[config.mk]
export PLATFORM = sky130hd
export DESIGN_NAME = sorted_priority_queue_core
export DESIGN_NICKNAME = d
export VERILOG_FILES = /design/src/rtl/spq_pkg.sv /design/src/rtl/sorted_priority_queue_core.sv /design/src/rtl/spq_cell.sv
export VERILOG_INCLUDE_DIRS = /design/src /design/src/rtl
export SDC_FILE = /design/constraint.sdc
export NUM_CORES = 2
export LEC_CHECK = 0
export BUFFER_PORTS_ARGS = -buffer_cell sky130_fd_sc_hd__buf_2
export CELL_PAD_IN_SITES_DETAIL_PLACEMENT = 1
export CELL_PAD_IN_SITES_GLOBAL_PLACEMENT = 2
export CORE_ASPECT_RATIO = 1.75
export CORE_MARGIN = 3
export CORE_UTILIZATION = 30
export DETAILED_ROUTE_END_ITERATION = 6
export PLACE_DENSITY_LB_ADDON = 0.1
export SLEW_MARGIN = 15
export SYNTH_ARGS = -nofsm -noshare
export SYNTH_HDL_FRONTEND = slang
export SYNTH_SLANG_ARGS = --single-unit
[constraint.sdc]
create_clock -name aclk -period 7.7 [get_ports aclk]
set_clock_uncertainty 0.15 [all_clocks]
set_input_delay 0.385 -clock aclk [delete_from_list [all_inputs] [get_ports aclk]]
set_output_delay 0.385 -clock aclk [all_outputs]
set_load 0.01 [all_outputs]
[src/rtl/sorted_priority_queue_core_assert.svh]
// ----------------------------------------------------------------------------
// sorted priority queue assertion macros
// immediate-implication and next-cycle checks, clocked on aclk, held off in reset
// ----------------------------------------------------------------------------
`ifndef SORTED_PRIORITY_QUEUE_CORE_ASSERT_SVH
`define SORTED_PRIORITY_QUEUE_CORE_ASSERT_SVH

`ifndef NO_ASSERTIONS

`define SPQ_ASSERT_IMP(lbl, ante, cons) \
    lbl: assert property (@(posedge aclk) disable iff (!aresetn) (ante) |-> (cons)) \
        else $error("spq: implication check failed");

`define SPQ_ASSERT_NXT(lbl, ante, cons) \
    lbl: assert property (@(posedge aclk) disable iff (!aresetn) (ante) |=> (cons)) \
        else $error("spq: next-cycle check failed");

`else

`define SPQ_ASSERT_IMP(lbl, ante, cons)

`define SPQ_ASSERT_NXT(lbl, ante, cons)

`endif

`endif

[src/rtl/spq_pkg.sv]
// ----------------------------------------------------------------------------
// spq_pkg
// shared types and constants of the sorted priority queue
// ----------------------------------------------------------------------------
`default_nettype none

package spq_pkg;

    localparam int DEFAULT_DEPTH = 16;
    localparam int VALUE_W       = 32;
    localparam int CMD_W         = 2;
    localparam int COUNT_OUT_W   = 5;
    localparam int IN_DATA_W     = 40;
    localparam int OUT_DATA_W    = 40;

    localparam logic [CMD_W-1:0] CMD_INSERT = 2'd0;
    localparam logic [CMD_W-1:0] CMD_REMOVE = 2'd1;
    localparam logic [CMD_W-1:0] CMD_FIND   = 2'd2;

    typedef enum logic [3:0] {
        ST_IDLE = 4'b0001,
        ST_CMP  = 4'b0010,
        ST_UPD  = 4'b0100,
        ST_RPT  = 4'b1000
    } state_t;

    // broadcast to every cell of the chain
    typedef struct packed {
        logic                      compare;
        logic                      insert;
        logic                      remove;
        logic signed [VALUE_W-1:0] key;
    } spq_ctrl_t;

endpackage

`default_nettype wire

[src/rtl/sorted_priority_queue_core.sv]
// ----------------------------------------------------------------------------
// sorted_priority_queue_core
// sorted chain of value cells with insert, remove-one and find commands
// ----------------------------------------------------------------------------
// Each transaction runs through capture, a compare of the key in every
// cell at once, one shift of the chain, and the load of the result register.
// The next transaction is accepted as soon as the result is loaded, even while
// it still waits on m_tready; the result load itself waits for a free output
// register. The four-step sequencer around the cell chain steps through these.
// Stored values have no reset: a cell counts as holding a value only when
// its index is below the entry count.
`default_nettype none

module sorted_priority_queue_core #(
    parameter int QUEUE_DEPTH = spq_pkg::DEFAULT_DEPTH
) (
    input  wire logic                              aclk,
    input  wire logic                              aresetn,
    input  wire logic                              s_tvalid,
    output logic                                   s_tready,
    // [1:0] command, [33:2] value, [39:34] zero
    input  wire logic [spq_pkg::IN_DATA_W-1:0]     s_tdata,
    output logic                                   m_tvalid,
    input  wire logic                              m_tready,
    // [0] success, [1] queue_full, [33:2] head_value, [34] queue_empty,
    // [39:35] entry_count
    output logic [spq_pkg::OUT_DATA_W-1:0]         m_tdata
);

    `include "sorted_priority_queue_core_assert.svh"

    localparam int CNT_W = $clog2(QUEUE_DEPTH + 1);
    localparam int VW    = spq_pkg::VALUE_W;

    spq_pkg::state_t                  state_reg, state_next;
    logic [spq_pkg::CMD_W-1:0]        cmd_reg;
    logic signed [VW-1:0]             key_reg;
    logic [CNT_W-1:0]                 count_reg, count_next;
    logic                             success_reg, success_next;
    logic                             full_reg, full_next;
    logic                             m_tvalid_reg;
    logic [spq_pkg::OUT_DATA_W-1:0]   m_tdata_reg;

    spq_pkg::spq_ctrl_t               ctrl;
    logic signed [VW-1:0]             cell_value [QUEUE_DEPTH];
    logic [QUEUE_DEPTH-1:0]           cell_valid;
    logic [QUEUE_DEPTH-1:0]           cell_gt;
    logic [QUEUE_DEPTH-1:0]           cell_ge;
    logic [QUEUE_DEPTH-1:0]           cell_eq;

    logic                             s_accept;
    logic                             is_full;
    logic                             found;
    logic                             out_free;
    logic signed [VW-1:0]             head_value;
    logic [CNT_W+spq_pkg::COUNT_OUT_W-1:0] count_ext;

    assign s_tready = (state_reg == spq_pkg::ST_IDLE);
    assign s_accept = s_tvalid && s_tready;
    assign is_full  = (count_reg == CNT_W'(QUEUE_DEPTH));
    assign found    = |cell_eq;
    assign out_free = !m_tvalid_reg || m_tready;

    assign ctrl.compare = (state_reg == spq_pkg::ST_CMP);
    assign ctrl.insert  = (state_reg == spq_pkg::ST_UPD) &&
                          (cmd_reg == spq_pkg::CMD_INSERT) && !is_full;
    assign ctrl.remove  = (state_reg == spq_pkg::ST_UPD) &&
                          (cmd_reg == spq_pkg::CMD_REMOVE) && found;
    assign ctrl.key     = key_reg;

    // cell chain
    for (genvar i = 0; i < QUEUE_DEPTH; i++) begin : g_cell
        logic                 left_valid;
        logic                 left_gt;
        logic signed [VW-1:0] left_value;
        logic signed [VW-1:0] right_value;

        assign cell_valid[i] = (count_reg > CNT_W'(i));

        if (i == 0) begin : g_head
            assign left_valid = 1'b1;
            assign left_gt    = 1'b0;
            assign left_value = key_reg;
        end else begin : g_body
            assign left_valid = cell_valid[i-1];
            assign left_gt    = cell_gt[i-1];
            assign left_value = cell_value[i-1];
        end

        if (i == QUEUE_DEPTH - 1) begin : g_tail
            assign right_value = '0;
        end else begin : g_inner
            assign right_value = cell_value[i+1];
        end

        spq_cell u_cell (
            .aclk        (aclk),
            .ctrl        (ctrl),
            .own_valid   (cell_valid[i]),
            .left_valid  (left_valid),
            .left_gt     (left_gt),
            .left_value  (left_value),
            .right_value (right_value),
            .value       (cell_value[i]),
            .gt          (cell_gt[i]),
            .ge          (cell_ge[i]),
            .eq          (cell_eq[i])
        );
    end

    // sequencer
    always_comb begin
        state_next = state_reg;
        case (state_reg)
            spq_pkg::ST_IDLE: begin
                if (s_accept) begin
                    state_next = spq_pkg::ST_CMP;
                end
            end
            spq_pkg::ST_CMP: begin
                state_next = spq_pkg::ST_UPD;
            end
            spq_pkg::ST_UPD: begin
                state_next = spq_pkg::ST_RPT;
            end
            spq_pkg::ST_RPT: begin
                if (out_free) begin
                    state_next = spq_pkg::ST_IDLE;
                end
            end
            default: begin
                state_next = spq_pkg::ST_IDLE;
            end
        endcase
    end

    always_comb begin
        count_next   = count_reg;
        success_next = 1'b0;
        full_next    = 1'b0;
        case (cmd_reg)
            spq_pkg::CMD_INSERT: begin
                success_next = !is_full;
                full_next    = is_full;
                if (!is_full) begin
                    count_next = count_reg + CNT_W'(1);
                end
            end
            spq_pkg::CMD_REMOVE: begin
                success_next = found;
                if (found) begin
                    count_next = count_reg - CNT_W'(1);
                end
            end
            spq_pkg::CMD_FIND: begin
                success_next = found;
            end
            default: begin
                success_next = 1'b0;
            end
        endcase
    end

    always_ff @(posedge aclk) begin
        if (!aresetn) begin
            state_reg    <= spq_pkg::ST_IDLE;
            count_reg    <= '0;
            m_tvalid_reg <= 1'b0;
        end else begin
            state_reg <= state_next;
            if (state_reg == spq_pkg::ST_UPD) begin
                count_reg <= count_next;
            end
            if ((state_reg == spq_pkg::ST_RPT) && out_free) begin
                m_tvalid_reg <= 1'b1;
            end else if (m_tready) begin
                m_tvalid_reg <= 1'b0;
            end
        end
    end

    assign head_value = (count_reg != '0) ? cell_value[0] : '0;
    assign count_ext  = {{spq_pkg::COUNT_OUT_W{1'b0}}, count_reg};

    always_ff @(posedge aclk) begin
        if (s_accept) begin
            cmd_reg <= s_tdata[1:0];
            key_reg <= s_tdata[33:2];
        end
        if (state_reg == spq_pkg::ST_UPD) begin
            success_reg <= success_next;
            full_reg    <= full_next;
        end
        if ((state_reg == spq_pkg::ST_RPT) && out_free) begin
            m_tdata_reg <= {count_ext[spq_pkg::COUNT_OUT_W-1:0], (count_reg == '0),
                            head_value, full_reg, success_reg};
        end
    end

    assign m_tvalid = m_tvalid_reg;
    assign m_tdata  = m_tdata_reg;

    // checks
    `SPQ_ASSERT_IMP(a_count_bound, 1'b1, count_reg <= CNT_W'(QUEUE_DEPTH))
    `SPQ_ASSERT_NXT(a_accept_to_cmp, s_accept, state_reg == spq_pkg::ST_CMP)
    `SPQ_ASSERT_NXT(a_count_hold, state_reg != spq_pkg::ST_UPD, $stable(count_reg))
    `SPQ_ASSERT_NXT(a_insert_grows, ctrl.insert, count_reg == $past(count_reg) + CNT_W'(1))

    for (genvar k = 0; k + 1 < QUEUE_DEPTH; k++) begin : g_order_chk
        `SPQ_ASSERT_IMP(a_sorted, (state_reg == spq_pkg::ST_IDLE) && cell_valid[k+1], cell_value[k] <= cell_value[k+1])
    end

endmodule

`default_nettype wire

[src/rtl/spq_cell.sv]
// ----------------------------------------------------------------------------
// spq_cell
// one slot of the sorted chain: holds a value, compares it to the broadcast
// key and takes a neighbor's value or the key when the chain shifts
// ----------------------------------------------------------------------------
`default_nettype none

module spq_cell (
    input  wire logic                               aclk,
    input  wire spq_pkg::spq_ctrl_t                 ctrl,
    input  wire logic                               own_valid,
    input  wire logic                               left_valid,
    input  wire logic                               left_gt,
    input  wire logic signed [spq_pkg::VALUE_W-1:0] left_value,
    input  wire logic signed [spq_pkg::VALUE_W-1:0] right_value,
    output logic signed [spq_pkg::VALUE_W-1:0]      value,
    output logic                                    gt,
    output logic                                    ge,
    output logic                                    eq
);

    logic signed [spq_pkg::VALUE_W-1:0] value_reg;
    logic                               gt_reg;
    logic                               ge_reg;
    logic                               eq_reg;

    always_ff @(posedge aclk) begin
        if (ctrl.compare) begin
            gt_reg <= own_valid && (value_reg >  ctrl.key);
            ge_reg <= own_valid && (value_reg >= ctrl.key);
            eq_reg <= own_valid && (value_reg == ctrl.key);
        end
    end

    always_ff @(posedge aclk) begin
        if (ctrl.insert) begin
            // larger values move one slot toward the tail
            if (left_gt) begin
                value_reg <= left_value;
            end else if (left_valid && (!own_valid || gt_reg)) begin
                value_reg <= ctrl.key;
            end
        end else if (ctrl.remove && ge_reg) begin
            value_reg <= right_value;
        end
    end

    assign value = value_reg;
    assign gt    = gt_reg;
    assign ge    = ge_reg;
    assign eq    = eq_reg;

endmodule

`default_nettype wire
==> results.sh <==
export IMPL_cts_tree="built"
export IMPL_cts_buffers=75
export IMPL_ctsHoldBuffers=38
export IMPL_synth_nets=4569
export IMPL_synthCells=4005
export IMPL_power_density_nw_per_um2=172.8
export IMPL_finalHoldViolCount=0
export IMPL_post_drt_wl_per_cell_um=23.23
export IMPL_fmax_mhz=247.8
export IMPL_grt_max_degree=280
export IMPL_ant_nets=0
export IMPL_port_buffers=79
export IMPL_grt_pass1_vias=32820
export IMPL_yosysTopAreaCell="edfxtp_1"
export IMPL_areaGrowthSynthToFinish_pct=12.50
export IMPL_tightestPinTransition_ns=1.209
export IMPL_drt_iter0_markers=1795
export IMPL_yosys_warnings=0
export IMPL_min_period_ns=4.036
export IMPL_cts_resized_gates=0
export IMPL_worst_slack_ns=3.664
export IMPL_worstPathArrival_ns=4.41
export IMPL_place_congestion=0.7654
export IMPL_seq_area_frac_synth=0.4582
export IMPL_vdd_ir_drop_max_mv=0.1545
export IMPL_p_int_w=0.006063
export IMPL_rsz0062_at_grt="false"
export IMPL_dp_cells=5786
export IMPL_synth_flop_cell="edfxtp_1"
export IMPL_power_frac_clock=0.427
export IMPL_cts_path_max_buffers=3
export IMPL_status="finished clean"
export IMPL_finalNetCount=4635
export IMPL_postSynthAreaPerCell_um2=10.52
export IMPL_cts_root_buf="clkbuf_16"
export IMPL_coreArea_um2=139300
export IMPL_cp_start_kind="register"
export IMPL_tns_ns=0
export IMPL_die_height_um=501.6
export IMPL_detail_route_first_pass_iterations=5
export IMPL_layout_drive_gt1_share=0.06924
export IMPL_synth_area_leaders="edfxtp_1, ha_1, mux2i_1"
export IMPL_overflow=0
export IMPL_design_die_area_um2=145100
export IMPL_critical_path_class="reg2reg"
export IMPL_yosysMostFrequentCell="edfxtp_1"
export IMPL_antenna_found_initial=1
export IMPL_p_comb_frac=0.098
export IMPL_place_hpwl_mm=107.6
export IMPL_swShare=0.2596
export IMPL_drc=0
export IMPL_cp_max_fo=17
export IMPL_syn_area_um2=42110
export IMPL_cts_htree_levels=3
export IMPL_cp_end_kind="register"
export IMPL_initial_utilization=0.3024
export IMPL_p_sw_w=0.002125
export IMPL_synth_top_cell_area_share=0.4535
export IMPL_p_leak_nw=19.33
export IMPL_grt_usage=0.1902
export IMPL_cts_sinks=646
export IMPL_maxCapViolCount=0
export IMPL_yosys_register_bits=646
export IMPL_largest_reg_flops=512
export IMPL_finalNonFillerCells=5948
export IMPL_cts_setup_buffers=0
export IMPL_via_per_inst=5.106
export IMPL_place_ws_ns=3.437
export IMPL_drv_slew=0
export IMPL_synth_common_cells="edfxtp_1, nand2_1, ha_1"
export IMPL_insertion_delay_ns=0.67
export IMPL_num_vias=30370
export IMPL_power_total_w=0.008188
export IMPL_routed_wl_mm=138.2
export IMPL_required_ns=8.07
export IMPL_path_clk_slew_ns=0.06
export IMPL_seq_power_share=0.475
export IMPL_hold_class="reg2reg"
export IMPL_fin_crit_sh=0.5242
export IMPL_synth_async_reset_ratio=0
export IMPL_synth_edf_count=636
export IMPL_max_slew_margin=0.1938
export IMPL_yosysUniqueCellTypes=52
export IMPL_finalSetupViolCount=0
export IMPL_die_w_um=289.2
export IMPL_grt_first_pass_wirelength_mm=207.7
export IMPL_num_io_pins=86
export IMPL_num_rows=181
power groups by stage:
stage                     logic (W)  clock network, W  registers [W]
after floorplan            0.000500                 0        0.00394
after global routing       0.000920           0.00376        0.00389
after global placement     0.000799                 0        0.00396
final                      0.000806           0.00349        0.00389
after CTS                  0.000831           0.00365        0.00389
after detailed placement   0.000811                 0        0.00396
critical path: stages (launching register included):
cell,delay (ns)
edfxtp_1,0.82
inv_1,0.59
ha_1,0.49
a21oi_1,0.14
o21ai_0,0.29
a22oi_1,0.28
or4b_1,0.61
or3_1,0.36
a21oi_1,0.15
worst paths after layout:
check                                     startpoint                            end  slack [ns]  cells past startpoint
hold reg to reg                success_reg$_DFFE_PN_           m_tdata[0]$_DFFE_PP_        0.28                      0
setup reg to reg  g_cell[0].left_value[19]$_DFFE_PP_  g_cell[7].u_cell.gt$_DFFE_PP_        3.66                      8
hold / removal                 success_reg$_DFFE_PN_           m_tdata[0]$_DFFE_PP_        0.28                      0
setup / recovery  g_cell[0].left_value[19]$_DFFE_PP_  g_cell[7].u_cell.gt$_DFFE_PP_        3.66                      8
metal layers:
metal / up-vias / wire length (µm) / GRT usage
met5: - / 0 / 0
met4: 0 / 2748 / 0.04618
met3: 105 / 3122 / 0.01808
met2: 296 / 75960 / 0.3708
met1: 14780 / 56330 / 0.2186
li1: 15190 / - / -
area by class of cell:
| type | instances | area [µm²] |
|---|---|---|
| antenna | 2 | 5.005 |
| sequential | 646 | 19300 |
| tap | 1830 | 2290 |
| multi-input combinational | 3083 | 21870 |
| fill | 15490 | 91900 |
| clock buffer | 96 | 2061 |
| inverter | 63 | 236.5 |
| clock inverter | 26 | 167.7 |
| timing repair buffer | 202 | 1451 |
per-stage QoR:
stage          instance area [µm²]  hold WS [ns]  utilization
2_1_floorplan                42110        0.2503            -
3_3_place_gp                 44760        0.2600       0.3214
3_5_place_dp                 44760        0.2598       0.3214
4_1_cts                      47370        0.2152       0.3401
5_1_grt                      47380        0.2544       0.3402
6_report                     47380        0.2766       0.3402
cell usage in the layout (no fill, tap or decap), drive strengths merged, types with 5 or more instances in the layout:
master and count:
edfxtp 636, nand2 618, o21ai 561, ha 520
mux2i 484, a21oi 249, buf 164, nor2 118
nand4 97, clkbuf 96, nand3 83, inv 64
nor2b 52, dlygate4sd3 38, nor4 36, nor3 36
o211ai 23, clkinv 23, a21o 21, a31oi 20
a21boi 18, a221o 16, o31a 16, a22oi 16
and4 16, nand2b 14, or3 11, a211oi 11
dfxtp 10, nand3b 6, o2111ai 5
cell families (layout without fill, tap and decap cells):
group                    after synthesis  after routing  synth area share
AO/OA/AOI/OAI                        969            969            0.1258
XOR/XNOR                               2              2         0.0004160
adder cells (fa/ha/maj)              520            520            0.1545
buffers and inverters                276            387           0.02650
flip-flops                           646            646            0.4582
multiplexers                         485            485            0.1153
other                                  0              2                 0
AND/OR/NAND/NOR                     1107           1107            0.1193
Note: power is estimated with default switching activity, not from simulation.
